===== config.mk =====
export PLATFORM = sky130hd
export DESIGN_NAME = sga_queue
export DESIGN_NICKNAME = d
export VERILOG_FILES = /design/src/hdl/sga_pkg.sv /design/src/hdl/sga_queue.sv
export SDC_FILE = /design/constraint.sdc
export NUM_CORES = 1
export LEC_CHECK = 0
export ABC_AREA = 1
export BUFFER_PORTS_ARGS = -buffer_cell sky130_fd_sc_hd__buf_2
export CAP_MARGIN = 20
export CORE_UTILIZATION = 52
export CTS_CLUSTER_SIZE = 20
export DETAILED_ROUTE_END_ITERATION = 8
export PLACE_DENSITY = 0.79
export SLEW_MARGIN = 20
export SYNTH_ARGS = -nofsm -noshare
export SYNTH_HDL_FRONTEND = slang
export SYNTH_SLANG_ARGS = --single-unit
export TNS_END_PERCENT = 1

===== constraint.sdc =====
create_clock -name clk -period 7.51 [get_ports clk]
set_input_delay 1.502 -clock clk [delete_from_list [all_inputs] [get_ports clk]]
set_output_delay 1.502 -clock clk [all_outputs]
set_load 0.01 [all_outputs]

===== src/hdl/sga_pkg.sv =====
// Shared types and constants for the softened gravity acceleration block.
// No dependencies; every other file in hdl/ imports this package.
package sga_pkg;

  localparam int MAX_STARS_DEF = 1024;
  localparam int IDX_W         = 10;
  localparam int CRD_W         = 32;
  localparam int ACC_W         = 48;
  localparam int CFG_CNT_W     = 11;
  localparam int PADDR_W       = 4;
  localparam int PDATA_W       = 32;
  localparam int Q_DEPTH       = 2;

  // divider sized for the widest use: mass * cosine over r2 * 64
  localparam int DIV_NUM_W = 63;
  localparam int DIV_DEN_W = 56;

  localparam logic [1:0] REG_CENTRAL = 2'd0;
  localparam logic [1:0] REG_SOFT    = 2'd1;
  localparam logic [1:0] REG_PAIR    = 2'd2;
  localparam logic [1:0] REG_COUNT   = 2'd3;

  localparam logic CMD_LOAD  = 1'b0;
  localparam logic CMD_QUERY = 1'b1;

  localparam logic [30:0]        U_ONE     = 31'h4000_0000;
  localparam logic [62:0]        TERM_HUGE = 63'h0100_0000_0000_0000;
  localparam logic signed [65:0] ACC_LIM   = 66'sh0_4000_0000_0000_0000;
  localparam logic signed [63:0] OUT_MAX   = 64'sh0000_7FFF_FFFF_FFFF;
  localparam logic signed [63:0] OUT_MIN   = -64'sh0000_8000_0000_0000;

  typedef enum logic [1:0] {
    OP_LOAD   = 2'd0,
    OP_QUERY  = 2'd1,
    OP_REJECT = 2'd2
  } op_t;

  typedef struct packed {
    logic                    cmd;
    logic [IDX_W-1:0]        star_index;
    logic signed [CRD_W-1:0] pos_x;
    logic signed [CRD_W-1:0] pos_y;
    logic [CRD_W-1:0]        star_mass;
  } in_item_t;

  typedef struct packed {
    logic [IDX_W-1:0]        result_index;
    logic signed [ACC_W-1:0] acc_x;
    logic signed [ACC_W-1:0] acc_y;
    logic                    saturated;
    logic                    index_error;
  } out_item_t;

  typedef struct packed {
    logic [CRD_W-1:0] central_mass;
    logic [CRD_W-1:0] softening_length;
    logic             pairwise_enable;
  } cfg_t;

  typedef struct packed {
    op_t                     op;
    logic [IDX_W-1:0]        idx;
    logic signed [CRD_W-1:0] x;
    logic signed [CRD_W-1:0] y;
    logic [CRD_W-1:0]        mass;
  } q_item_t;

endpackage


===== src/hdl/sga_queue.sv =====
// Short command queue between front end and compute engine.
// Depends on sga_pkg.
module sga_queue (
  input  logic             clk,
  input  logic             rst_n,
  input  logic             push,
  input  sga_pkg::q_item_t push_item,
  input  logic             pop,
  output sga_pkg::q_item_t head,
  output logic             empty,
  output logic             full
);
  import sga_pkg::*;

  localparam int PW = $clog2(Q_DEPTH);

  q_item_t          slot_r [Q_DEPTH];
  logic [PW-1:0]    wp_r, rp_r;
  logic [PW:0]      cnt_r;

  assign empty = (cnt_r == '0);
  assign full  = (cnt_r == (PW+1)'(Q_DEPTH));
  assign head  = slot_r[rp_r];

  always_ff @(posedge clk) begin
    if (push) slot_r[wp_r] <= push_item;
  end

  always_ff @(posedge clk) begin
    if (!rst_n) begin
      wp_r  <= '0;
      rp_r  <= '0;
      cnt_r <= '0;
    end else begin
      if (push) wp_r <= (32'(wp_r) == Q_DEPTH - 1) ? '0 : wp_r + 1'b1;
      if (pop)  rp_r <= (32'(rp_r) == Q_DEPTH - 1) ? '0 : rp_r + 1'b1;
      cnt_r <= cnt_r + (PW+1)'(push) - (PW+1)'(pop);
    end
  end

endmodule


# Word level (Yosys, flattened, before mapping)
# Memories as Yosys holds them, arrays and structs flattened. A register that Yosys moved wholly into a read port is not among the register bits.
# Index checks and enable logic that the tools add are counted.
dict set report word_totals {
  regBits 4
  mem_bits_rw 216
  in_bits 112
  output_inout_bits 110
  n_memories 1
}
# memory depth width rd rd_ports_with_merged_regs wr line
set mem_list {}
lappend mem_list {slot_r 2 108 1 1 1 sga_queue.sv:17} ;# q_item_t slot_r [Q_DEPTH];
dict set report classes {
  addsub 4
  n_eq_ne 1
  muxes 6
  reduce_logical 1
}
# operator count
set ops {}
lappend ops {{two-way mux 1 bit} 6}
lappend ops {{adder 1 bit (second input constant)} 2}
lappend ops {{adder 2 x 1 -> 2 bit} 1}
lappend ops {{== test 2 bit (second input constant)} 1}
lappend ops {{logical NOT 2 bit} 1}
lappend ops {{subtractor 2 x 1 -> 2 bit} 1}

# Longest topological paths before layout
dict set report depth {
  ltp_word 4
  mapped_depth 9
  mapped_depth_nobuf 9
}

# Least setup slack after synthesis
# OpenSTA, ideal clock, no wires.
dict set report synth_path {
  kind {input to register}
  from {input push}
  to {memory slot_r[0][0] (netlist name), enable pin}
  setup_ps 579
  arrival_time_ps 6062
  slack_ps 870
  stages 2
  n_path_buf 0
  cell_sequence {inv_1 > nor2_1}
}
dict set report synth_via {
  elab_chain_cells 2
}
# element line
set synth_rtl {}
lappend synth_rtl {{start: declaration} sga_queue.sv:6} ;# input logic push,
lappend synth_rtl {{two-way mux 1 bit} sga_queue.sv:26} ;# if (push) slot_r[wp_r] <= push_item;
lappend synth_rtl {{two-way mux 1 bit (not written as such)} sga_queue.sv:26}
lappend synth_rtl {{end: declaration} sga_queue.sv:17}
# No other way between the ends.

==> out/metrics.cfg <==
[yosys]
synthTopCellsByArea=edfxtp_1 (80%), mux2_2 (12%), mux2_4 (3.7%)
synth-xor-area-share_pct=0
yosysTopAreaCell=edfxtp_1
ys_ff_latch=221
synth_compound_area_share_pct=0.06188
synth_cells=369
synth_top_area_share_pct=80.20
syn-num-nets=483
synth_mux_area_share_pct=15.97
synth_top_family_by_area=multiplexers
ys_types=12
syn_area_mm2=0.008088
synth_fa_ha_area_share_pct=0.3094
synth.avg_cell_area_um2=21.92
synth.yosys.seq_area_share_pct=81.44
ys_warn_count=0
synthSimpleGateAreaFrac_pct=0.8509

[critical_path]
critPathArrivalTime_ns=2.69
crit_type=flop to output port
cpPeakStageDelay_ns=0.89
startpoint_type=flop
critPathMaxFanout=62
path_buf_inv=2
r2r-start=wp_r$_SDFFE_PN0P_
endpoint_kind=output port
path_cells=buf_4 -> mux2_2 -> buf_2
crit_slowest_cell=dfxtp_4
cp.required_ns=6.01
worst_r2r_path_depth=3
critPathTopFamily=flip-flops
cp.depth=3

[hold_path]
hold_depth=2
min_from=rp_r$_SDFFE_PN0P_
hp-class=flop to flop

[clocking]
cts_tree=built
htree_num_levels=1
root_buffer=clkbuf_16
cts_setup_buffers=0
cts_resized=0
clk_pin_slew_ns=0.06
cts_hold_repair.buffers=0
clock_latency_ns=0.48
cts.path.max_buffers=3
cts_sinks=221
numCtsBuffers=23

[cells_and_area]
final_core_util_pct=66.27
fillers=1047
area_delta_synth_final_pct=24.57
layout_common_cells=buf_2 (221), edfxtp_1 (216), mux2_2 (88)
final_common_cell=buf_2
nNetsFinal=721
postLayoutCellArea_mm2=0.01007
drive_gt1_share_pct=58.59

[floorplan]
initial_utilization_pct=53.20
die_w_um=126.7
die_h_um=126.7
die_area_mm2=0.01606
placement_rows=45
ios=222
core_mm2=0.01520

[pwr]
power_leakage_uw=0.003867
total_power_uw=2719
p_per_area_mw_per_mm2=269.9
vdd_drop_max_mv=0.1945

[sta]
max_freq_mhz=238.7
rsz0062_at_grt=false
fin_crit_sh_pct=55.77
fin_crit_ns=4.189
worst_slew_pin_slew_ns=0.8389
finalSetupViolations=0
clock_skew_ns=0.006928
slew_headroom_pct=44.07
setup_ws_ns=3.321
hold_viol=0
slew_violations=0
fin_tns_setup_ns=0

[detailed_routing]
drc_errors=0
drtPass1Iterations=5
vias=4194
routed_wl_um=14720
ant_nets=0
drt-initial-drc-count=277
drt-wirelength-per-cell_um=18.13
avgViaCountPerCell=5.165

[global_routing]
antenna_found_initial=1
first_global_vias=4266
grt_use_total_pct=17.68
grt_overflow=0
grt_max_degree=63
grt_pass1_wl_um=21670

[place]
place_ws_ns=3.784
io_buffer_count=221
detailed_place_hpwl_um=9676
gp_congestion=0.7070
detailed_place.area_mm2=0.009388

[job]
cap_violations=0

[outcome]
outcome=complete, no violations

metal layers:
| metal | vias to the layer above | global-route usage, % | wire length [µm] |
|---|---|---|---|
| met4 | 0 | 5.882 | 320 |
| met3 | 27 | 4.218 | 1009 |
| met1 | 2072 | 21.90 | 5938 |
| met5 | - | 0 | 0 |
| li1 | 1933 | - | - |
| met2 | 162 | 30.74 | 7450 |
metrics by stage:
step,cells,hold slack [ns]
final,812,0.5266
after global routing,811,0.5670
after CTS,811,0.5381
after detailed placement,770,0.5159
after global placement,770,0.4713
after floorplan,369,0.4635
cell families after synthesis:
kind of cell / Yosys count
compound gates: 1
fa+ha+maj: 2
buf+inv: 19
flops: 221
mux: 108
simple gates: 18
flip-flops by register name (all words and copies together) (netlist names), named ones only:
register and count:
wp_r 1, slot_r 216, cnt_r 2, rp_r 1
cell type report:
type / count / area (µm²) / area share (%)
multi-input combinational: 129 / 1398 / 13.87
timing repair buffer: 225 / 1136 / 11.28
sequential: 221 / 6590 / 65.41
tap: 188 / 235.2 / 2.335
clock buffer: 25 / 583.1 / 5.787
clock inverter: 16 / 101.3 / 1.006
antenna: 1 / 2.502 / 0.02484
inverter: 7 / 28.78 / 0.2856
cell usage after synthesis:
master	instances
mux2_2	88
mux2_4	20
buf_6	4
ha_1	2
buf_2	8
dfxtp_1	5
nor2_1	9
inv_1	7
edfxtp_1	216
a21oi_1	1
nand3_1	1
nand2_1	8
power by group:
group	switching, µW	internal, µW
combinational	125	118
sequential	26.0	1430
clock	428	593
total	579	2140
tightest hold or removal path, stage by stage, from the launching register on:
cell and delay [ns]:
dfxtp_1 0.34, nor2_1 0.06, nor2_1 0.09
final timing paths:
check                           slack [ns]                       end
worst max-delay path                  3.32                  head[26]
worst max register to register        5.34  slot_r[1][106]$_DFFE_PP_
worst min-delay path                  0.53         rp_r$_SDFFE_PN0P_
worst min register to register        0.53         rp_r$_SDFFE_PN0P_
Power figures use the tool's default switching activity.
