### src/hdl/sga_pkg.sv
// Shared types and constants for the softened gravity acceleration block.
// No dependencies; every other file in hdl/ imports this package.
package sga_pkg;

  localparam int MAX_STARS_DEF = 1024;
  localparam int IDX_W         = 10;
  localparam int CRD_W         = 32;
  localparam int ACC_W         = 48;
  localparam int CFG_CNT_W     = 11;
  localparam int PADDR_W       = 4;
  localparam int PDATA_W       = 32;
  localparam int Q_DEPTH       = 2;

  // divider sized for the widest use: mass * cosine over r2 * 64
  localparam int DIV_NUM_W = 63;
  localparam int DIV_DEN_W = 56;

  localparam logic [1:0] REG_CENTRAL = 2'd0;
  localparam logic [1:0] REG_SOFT    = 2'd1;
  localparam logic [1:0] REG_PAIR    = 2'd2;
  localparam logic [1:0] REG_COUNT   = 2'd3;

  localparam logic CMD_LOAD  = 1'b0;
  localparam logic CMD_QUERY = 1'b1;

  localparam logic [30:0]        U_ONE     = 31'h4000_0000;
  localparam logic [62:0]        TERM_HUGE = 63'h0100_0000_0000_0000;
  localparam logic signed [65:0] ACC_LIM   = 66'sh0_4000_0000_0000_0000;
  localparam logic signed [63:0] OUT_MAX   = 64'sh0000_7FFF_FFFF_FFFF;
  localparam logic signed [63:0] OUT_MIN   = -64'sh0000_8000_0000_0000;

  typedef enum logic [1:0] {
    OP_LOAD   = 2'd0,
    OP_QUERY  = 2'd1,
    OP_REJECT = 2'd2
  } op_t;

  typedef struct packed {
    logic                    cmd;
    logic [IDX_W-1:0]        star_index;
    logic signed [CRD_W-1:0] pos_x;
    logic signed [CRD_W-1:0] pos_y;
    logic [CRD_W-1:0]        star_mass;
  } in_item_t;

  typedef struct packed {
    logic [IDX_W-1:0]        result_index;
    logic signed [ACC_W-1:0] acc_x;
    logic signed [ACC_W-1:0] acc_y;
    logic                    saturated;
    logic                    index_error;
  } out_item_t;

  typedef struct packed {
    logic [CRD_W-1:0] central_mass;
    logic [CRD_W-1:0] softening_length;
    logic             pairwise_enable;
  } cfg_t;

  typedef struct packed {
    op_t                     op;
    logic [IDX_W-1:0]        idx;
    logic signed [CRD_W-1:0] x;
    logic signed [CRD_W-1:0] y;
    logic [CRD_W-1:0]        mass;
  } q_item_t;

endpackage

### src/hdl/sga_front.sv
// Front end: configuration registers and command classification.
// Depends on sga_pkg; feeds sga_queue.
module sga_front #(
  parameter int MAX_STARS = sga_pkg::MAX_STARS_DEF,
  localparam int CNT_W = $clog2(MAX_STARS + 1)
) (
  input  logic                         clk,
  input  logic                         rst_n,
  input  logic                         start,
  output logic                         busy,
  input  sga_pkg::in_item_t            in_data,
  input  logic                         psel,
  input  logic                         penable,
  input  logic                         pwrite,
  input  logic [sga_pkg::PADDR_W-1:0]  paddr,
  input  logic [sga_pkg::PDATA_W-1:0]  pwdata,
  output logic [sga_pkg::PDATA_W-1:0]  prdata,
  output logic                         pready,
  input  logic                         q_full,
  output logic                         push,
  output sga_pkg::q_item_t             push_item,
  output sga_pkg::cfg_t                cfg,
  output logic [CNT_W-1:0]             count
);
  import sga_pkg::*;

  logic [CRD_W-1:0]     central_r, soft_r;
  logic                 pair_r;
  logic [CFG_CNT_W-1:0] count_cfg_r;
  logic                 wr;
  logic                 keep;

  assign pready = 1'b1;
  assign wr     = psel & penable & pwrite;

  always_ff @(posedge clk) begin
    if (!rst_n) begin
      central_r   <= '0;
      soft_r      <= 32'h0001_0000;
      pair_r      <= 1'b1;
      count_cfg_r <= '0;
    end else if (wr) begin
      case (paddr[3:2])
        REG_CENTRAL: central_r   <= pwdata;
        REG_SOFT:    soft_r      <= pwdata;
        REG_PAIR:    pair_r      <= pwdata[0];
        REG_COUNT:   count_cfg_r <= pwdata[CFG_CNT_W-1:0];
        default: ;
      endcase
    end
  end

  always_comb begin
    case (paddr[3:2])
      REG_CENTRAL: prdata = central_r;
      REG_SOFT:    prdata = soft_r;
      REG_PAIR:    prdata = {31'd0, pair_r};
      REG_COUNT:   prdata = {21'd0, count_cfg_r};
      default:     prdata = '0;
    endcase
  end

  assign cfg.central_mass     = central_r;
  assign cfg.softening_length = soft_r;
  assign cfg.pairwise_enable  = pair_r;

  // counts above the store depth act as the depth
  assign count = (32'(count_cfg_r) > 32'(MAX_STARS)) ? CNT_W'(MAX_STARS)
                                                      : CNT_W'(count_cfg_r);

  always_comb begin
    push_item.idx  = in_data.star_index;
    push_item.x    = in_data.pos_x;
    push_item.y    = in_data.pos_y;
    push_item.mass = in_data.star_mass;
    keep           = 1'b1;
    if (in_data.cmd == CMD_LOAD) begin
      push_item.op = OP_LOAD;
      keep         = 32'(in_data.star_index) < 32'(MAX_STARS);
    end else if (32'(in_data.star_index) < 32'(count)) begin
      push_item.op = OP_QUERY;
    end else begin
      push_item.op = OP_REJECT;
    end
  end

  assign busy = q_full;
  assign push = start & ~q_full & keep;

endmodule

### config.mk
export PLATFORM = sky130hd
export DESIGN_NAME = sga_front
export DESIGN_NICKNAME = d
export VERILOG_FILES = /design/src/hdl/sga_pkg.sv /design/src/hdl/sga_front.sv
export SDC_FILE = /design/constraint.sdc
export NUM_CORES = 1
export LEC_CHECK = 0
export BUFFER_PORTS_ARGS = -buffer_cell sky130_fd_sc_hd__buf_2
export CORE_AREA = 5 5 141 143
export DETAILED_ROUTE_END_ITERATION = 10
export DIE_AREA = 0 0 146 148
export HOLD_SLACK_MARGIN = 0.05
export SLEW_MARGIN = 20
export SYNTH_ARGS = -nofsm -noshare
export SYNTH_HDL_FRONTEND = slang
export SYNTH_SLANG_ARGS = --single-unit
### constraint.sdc
create_clock -name clk -period 3.35 [get_ports clk]
set_input_delay 0.67 -clock clk [delete_from_list [all_inputs] [get_ports clk]]
set_output_delay 0.67 -clock clk [all_outputs]
set_load 0.05 [all_outputs]
# Word-level counts from Yosys, hierarchy flattened
# Cells that the tools add are included.
totals:
  regBits: 76
  inputBits: 150
  out_inout_bits: 219
  elab_cells: 22
op_classes:
  order_cmp: 2
  eq_ne: 3
  muxes: 4
  bitwise: 4
  n_reduce_logical: 5
ops:
  columns: ["cell", "n"]
  rows:
  - ["case mux 32 bit (4 select lines)", 1]
  - ["greater-than comparator 11 bit, second input constant", 1]
  - ["< comparator 10 x 11 -> 1 bit", 1]
  - ["two-way mux 11 bit", 1]
  - ["AND reduction 2 bit", 4]
  - ["equality test 2 bit, second input constant", 2]
  - ["two-way mux 2 bit", 2]
  - ["AND 1 bit", 3]
  - ["equality test 2 x 1 -> 1 bit, second input constant", 1]
  - ["zero test 2 bit", 1]
  - ["inverter 1 bit", 1]

# Logic depth before layout (Yosys ltp)
# Gate-level depths: netlist of run 1.
depth:
  word_depth: 5
  mapped_depth: 7
  depth_no_buf: 6

# Least setup slack after synthesis of run 1
# No wires, ideal clock.
synth_path:
  path_kind: "register to output"
  from: "register count_cfg_r[10]"
  to: "output port push_item[106] in the netlist's numbering"
  arrival_time_ns: 3.092
  t_required_ns: 2.680
  path_slack_ns: -0.412
  path_stages_with_launch: 8
  n_path_buf: 1
  path_cell_list: "dfxtp_1 clkbuf_1 nand2b_1 ha_1 a211o_1 a21oi_1 nor2_1 nor4b_1"
synth_rtl:
  columns: ["element", "line_no", "source"]
  rows:
  - ["start, declared", "sga_front.sv:29", "logic [CFG_CNT_W-1:0] count_cfg_r;"]
  - ["start signal, assigned", "sga_front.sv:47", "REG_COUNT: count_cfg_r <= pwdata[CFG_CNT_W-1:0];"]
  - ["end, declared", "sga_front.sv:21", "output sga_pkg::q_item_t push_item,"]

==> flow_summary_export.csv, run 1 <==
group,metric,value,unit
run_status,status,"completed",
floorplanning,die_outline_height,148,µm
pwr,p_per_area,443,nW/µm²
cts,insertion_delay,330,ps
synthesis,synth.cell_area,4540,µm²
pwr,power.internal,0.00168,W
floorplanning,initial_utilization,24.6,%
drt,detailedRoute.firstPassIterationCount,4,
sta,fmax,332,MHz
pwr,clkPwrFrac,47.3,%
critical_path,critPathLaunchType,"flip-flop",
critical_path,worstPathMaxFanout,5,
grt,grt_first_pass_wirelength,22000,µm
synthesis,post_synth_most_frequent_cells,"nand2_1 (162), buf_4 (109), dfxtp_1 (76), a21boi_1 (41), a21boi_0 (33)",
critical_path,worst_path_class_setup,"flip-flop to output port",
cts,post_cts.repair.setup_buffers,0,
synthesis,synth_flop_cell,"dfxtp_1",
grt,grt_antenna_before_repair,2,
synthesis,synth_enable_flop_cells,0,
pwr,power.share.sequential,40.5,%
grt,grt_pass1_vias,3654,
cts,root_buffer,"clkbuf_16",
synthesis,syn-num-nets,734,
cts,clock_sinks,76,
finish,drive_gt1_share,32.8,%
place,gpl.final_weighted_congestion,0.713,
critical_path,worstPathArrival,2340,ps
synthesis,synth_top_cell_by_area,"dfxtp_1",
pwr,p_switching,0.000603,W
place,placement.io_buffers,173,
cts,clkTransAtPathRegs,60,ps
drt,post_route_ant_nets,0,
sta,timing.final.hold_violations,0,
cts,cts_tree,"done",
finish,synthToLayoutAreaGrowth,13.5,%
synthesis,async_reset_ff_share,0,%
job,max_cap_viol_count,0,
drt,drt-vias-per-instance,4.34,
sta,finalSetupViolCount,0,
sta,worst_clock_skew,0,ps
synthesis,synth_warnings,0,
sta,setup_tns_final,0,ps
min_path,hp-class,"flip-flop to flip-flop",
synthesis,ys_ff_latch,76,
drt,drt_iter0_drc,169,
drt,drt-total-wl,14800,µm
sta,final.period_utilization,89.8,%
drt,num_vias,3767,
pwr,largest_voltage_drop_on_the_vdd_net,0.205,mV
drt,avgRoutedWirePerCell,17.0,µm
floorplanning,design.die.area,21600,µm²
sta,rsz0062_at_grt,"no",
pwr,power.static_leakage,2.38,nW
grt,maximum_number_of_pins_on_one_net_before_global_route_repair,41,
synthesis,avgSynthCellArea,7.90,µm²
cts,post_cts.resized_instances,0,
cts,htreeDepth,3,
place,detailed_place_hpwl,11500,µm
cts,cts-root-to-sink-buffers,2,
finish,fin_util,27.9,%
drt,post-route-drc-count,0,
finish,nets,786,
floorplanning,core_box_area,18500,µm²
synthesis,synth_seq_area_share,33.5,%
pwr,total_power,0.00228,W
sta,min_period,3010,ps
cts,cts_inserted_buffers,9,
sta,finalMaxSlewViolations,0,
floorplanning,ios,369,
synthesis,post-synth-top-count-cell,"nand2_1",
floorplanning,horizontal_die_dimension,146,µm
finish,nFillCells,2034,
sta,timing.max_slew.rel_slack,61.3,%
cts,postCtsHoldBufs,0,
pwr,p_sw_share,26.4,%
pwr,power.share.combinational,12.2,%
synthesis,netlist.area_leader.share,33.5,%
sta,tightestPinTransition,581,ps
synthesis,synthesis.instances,575,
critical_path,worst-endpoint-required,2680,ps
grt,grt.overflow.total,0,
grt,groute.usage.overall,13.3,%
synthesis,yosysUniqueCellTypes,36,
critical_path,endpoint_kind,"output port",
sta,fin_worst_hold_slack,467,ps
floorplanning,num_rows,50,
synthesis,synth_top_cells_by_area,"dfxtp_1 (33%), buf_4 (18%), nand2_1 (13%)",
==> kinds of logic (layout without fill, tap and decap cells) <==
| group | count (synthesis) | in the layout | synth area share [%] |
|---|---|---|---|
| AO/OA/AOI/OAI | 92 | 92 | 14.6 |
| flip-flops | 76 | 76 | 33.5 |
| multiplexers | 33 | 33 | 7.55 |
| AND/OR/NAND/NOR | 210 | 210 | 19.1 |
| adder cells (fa/ha/maj) | 9 | 9 | 2.48 |
| buffers and inverters | 154 | 211 | 22.7 |
| other | 1 | 3 | 0.0826 |
==> per-stage QoR <==
| step | area, µm² | setup WS, ps | cells |
|---|---|---|---|
| floorplan | 4550 | 272 | 575 |
| global placement | 4820 | 287 | 850 |
| detailed placement | 4820 | 330 | 850 |
| CTS | 5150 | 247 | 866 |
| global route | 5150 | 172 | 866 |
| finish | 5150 | 342 | 868 |
==> layer usage <==
metal / track usage (%) / wire length [µm]
met1: 15.0 / 5960
met2: 21.7 / 6830
met3: 5.98 / 1440
met4: 5.74 / 511
met5: 0 / 11
==> power groups by stage <==
stage | registers (W) | logic, W | clock network [W]
3_5_place_dp | 0.000945 | 0.000284 | 0
6_report | 0.000924 | 0.000279 | 0.00108
5_1_grt | 0.000926 | 0.000301 | 0.00115
2_1_floorplan | 0.000977 | 0.000472 | 0
4_1_cts | 0.000924 | 0.000284 | 0.00112
3_3_place_gp | 0.000945 | 0.000283 | 0
==> flip-flops by register name (all words and copies together), names as in the netlist <==
signal and cells:
soft_r 32, central_r 32, pair_r 1, count_cfg_r 11
==> worst paths after layout <==
kind | depth (start not counted) | slack [ps] | start | endpoint
setup / recovery | 7 | 340 | count_cfg_r[10] | push_item[106]
hold / removal | 2 | 470 | soft_r[1] | soft_r[1]
setup reg to reg | 3 | 2500 | count_cfg_r[10] | count_cfg_r[10]
hold reg to reg | 2 | 470 | soft_r[1] | soft_r[1]
==> worst max-delay path: stages, from the launching register on <==
cell,delay [ps]
dfxtp_1,330
nand2b_1,170
ha_1,300
a211o_1,300
a21oi_1,160
nor2_1,80
nor4b_2,340
buf_2,330
==> cell usage in the layout, fill, tap and decap left out, types with 2 or more instances in the layout <==
| cell type | instances |
|---|---|
| a211oi_1 | 2 |
| nand2b_1 | 9 |
| nand2_1 | 162 |
| bufinv_16 | 2 |
| nor2_1 | 25 |
| clkbuf_16 | 9 |
| buf_2 | 173 |
| diode_2 | 2 |
| buf_4 | 12 |
| a21boi_1 | 41 |
| mux2i_1 | 32 |
| o21ai_0 | 10 |
| a21boi_0 | 33 |
| inv_6 | 2 |
| inv_1 | 10 |
| ha_1 | 9 |
| a21oi_1 | 2 |
| dfxtp_1 | 76 |
==> area by class of cell <==
cell class,instances,area [µm²],area share (%)
clock buffer,10,239,4.64
multi-input combinational,345,2010,39.0
timing repair buffer,185,956,18.5
antenna,2,5.00,0.0971
inverter,10,37.5,0.728
tap,234,293,5.68
clock inverter,6,93.8,1.82
sequential,76,1520,29.5
(Power assumes the default switching activity.)
==> inputs of run 2 (changes only) <==
REMOVE_ABC_BUFFERS = 1   (was default)
==> run 2 against run 1 <==
  * Clock power fell by 13%
  * Clock-buffer cell count rose by 2
  * Final cell count rose by 0.69%
  * Sequential cell count did not move
  * First-iteration DRC count rose by 9.5%
  * Via count rose by 6.2%
  * Routed wire length rose by 87%
  * Core utilization fell by 0.14 points
  * Hold slack got worse by 2.5 ps
  * Setup slack got worse by 99 ps
  * Fmax fell by 3.2%
  * Total power fell by 5.7%
  * Largest cell class unchanged
==> flow_summary_export.csv, run 2 (same netlist as run 1, synthesis figures left out) <==
group,metric,value,unit
drt,drt_iter0_drc,185,
min_path,hold_end,"soft_r[29]",
grt,grt_pass1_vias,3757,
pwr,total_power,0.00215,W
drt,drt-total-wl,27600,µm
cts,post_cts.repair.setup_buffers,0,
sta,timing.final.hold_violations,0,
drt,drt-vias-per-instance,4.58,
finish,nets,788,
place,detailed_place_hpwl,23900,µm
critical_path,worstRegToRegCells,2,
cts,clock_sinks,76,
critical_path,r2r-start,"count_cfg_r[4]",
place,gpl.final_weighted_congestion,0.894,
drt,detailedRoute.firstPassIterationCount,6,
critical_path,critPathLaunchType,"flip-flop",
sta,tightestPinTransition,591,ps
floorplanning,initial_utilization,24.6,%
cts,cts_inserted_buffers,9,
sta,setup_tns_final,0,ps
cts,postCtsHoldBufs,0,
job,max_cap_viol_count,0,
cts,cts_tree,"done",
floorplanning,core_box_area,18500,µm²
cts,insertion_delay,340,ps
sta,finalSetupViolCount,0,
sta,fmax,322,MHz
min_path,hp-class,"flip-flop to flip-flop",
run_status,status,"completed",
finish,drive_gt1_share,32.8,%
pwr,power.static_leakage,2.37,nW
cts,root_buffer,"clkbuf_16",
cts,htreeDepth,3,
critical_path,rr_endpoint,"count_cfg_r[4]",
critical_path,r2r_setup_slack,2660,ps
finish,reg_top3,"central_r (32), soft_r (32), count_cfg_r (11)",
critical_path,worst_path_max_delay_cell,"dfxtp_1",
sta,min_period,3110,ps
critical_path,worst_path_class_setup,"flip-flop to output port",
grt,maximum_number_of_pins_on_one_net_before_global_route_repair,42,
floorplanning,design.die.area,21600,µm²
sta,worst_clock_skew,0,ps
cts,post_cts.resized_instances,0,
floorplanning,horizontal_die_dimension,146,µm
min_path,holdCritStartpoint,"soft_r[29]",
grt,groute.usage.overall,24.8,%
finish,synthToLayoutAreaGrowth,12.9,%
finish,layout.cells.most_common_list,"buf_2 (173), nand2_1 (162), dfxtp_1 (76)",
floorplanning,num_rows,50,
drt,post-route-drc-count,0,
critical_path,worst-endpoint-required,2680,ps
pwr,p_per_area,420,nW/µm²
finish,most_frequent_standard_cell_in_the_layout_excluding_fill_and_tap_cells,"buf_2",
place,placement.io_buffers,173,
grt,grt_first_pass_wirelength,35900,µm
sta,final.period_utilization,92.7,%
cts,cts-root-to-sink-buffers,2,
floorplanning,ios,369,
critical_path,crit_path_cell_trace,"buf_4, nand2b_1, ha_1, a211o_1, a21oi_1, nor2_1, nor4b_1, buf_2",
min_path,worst_hold_path.num_cells,2,
critical_path,worstPathMaxFanout,14,
drt,avgRoutedWirePerCell,31.6,µm
pwr,largest_voltage_drop_on_the_vdd_net,0.234,mV
drt,post_route_ant_nets,0,
drt,num_vias,4000,
grt,grt.overflow.total,0,
floorplanning,die_outline_height,148,µm
grt,grt_antenna_before_repair,13,
critical_path,worst_path_largest_cell_delay,330,ps
sta,rsz0062_at_grt,"no",
critical_path,endpoint_kind,"output port",
sta,finalMaxSlewViolations,0,
cts,clkTransAtPathRegs,50,ps
critical_path,worstPathArrival,2440,ps
sta,timing.max_slew.rel_slack,60.6,%
-- run 2: cell types whose count changed in the layout (fill, tap and decap cells not counted), sizes merged --
cell,change
clkinv,+2
bufinv,-2
diode,+4
buf,+2
clkbuf,+2
inv,-2
-- run 2: layer usage --
metal	up-vias	GRT usage, %	part of all wire (%)
li1	1865	-	-
met3	35	32.7	26
met5	-	6.14	1.0
met1	1728	19.2	28
met2	352	38.1	44
met4	20	3.67	0.87
-- run 2: final cells by class --
| type | count | area (µm²) |
|---|---|---|
| diodes | 6 | 15.0 |
| inverters | 10 | 37.5 |
| repair buffers | 187 | 971 |
| clock inverters | 4 | 22.5 |
| fillers | 2021 | 13300 |
| clock buffers | 12 | 267 |
| multi-input cells | 345 | 2000 |
| well taps | 234 | 293 |
| flip-flops and latches | 76 | 1520 |
-- run 2: worst max-delay path by stage --
| stage | startpoint | to | slack (ps) | depth (start not counted) |
|---|---|---|---|---|
| floorplan | count_cfg_r[10] | push_item[106] | -650 | 6 |
| finish | count_cfg_r[10] | push_item[106] | 240 | 8 |
| global placement | in_data[100] | push_item[106] | 510 | 7 |
| global route | count_cfg_r[10] | push_item[106] | 40 | 8 |
| CTS | count_cfg_r[10] | push_item[106] | 260 | 8 |
| detailed placement | in_data[100] | push_item[106] | 500 | 7 |
-- run 2: worst max-delay path, delay by kind of cell (launching register included) --
| family | cells | cell delay, ps |
|---|---|---|
| AOI/OAI and AO/OA | 2 | 420 |
| adders and majority gates | 1 | 290 |
| buffers and inverters | 2 | 510 |
| DFF | 1 | 330 |
| and+or+nand+nor | 3 | 550 |
-- run 2: stage by stage --
step | worst slack, ps | utilization, % | hold slack [ps] | area (µm²) | instances
CTS | 257 | 27.7 | 471 | 5110 | 868
finish | 243 | 27.8 | 465 | 5130 | 874
global route | 39.3 | 27.8 | 491 | 5120 | 872
floorplan | -653 | - | 453 | 3550 | 431
detailed placement | 500 | 26.1 | 462 | 4820 | 852
global placement | 511 | 26.1 | 456 | 4820 | 852
-- run 2: power breakdown --
| part | total, W | internal, W | switching [W] |
|---|---|---|---|
| registers | 0.000925 | 0.000916 | 0.00000944 |
| clock network | 0.000945 | 0.000558 | 0.000386 |
| logic | 0.000283 | 0.0000855 | 0.000198 |
| total | 0.00215 | 0.00156 | 0.000594 |
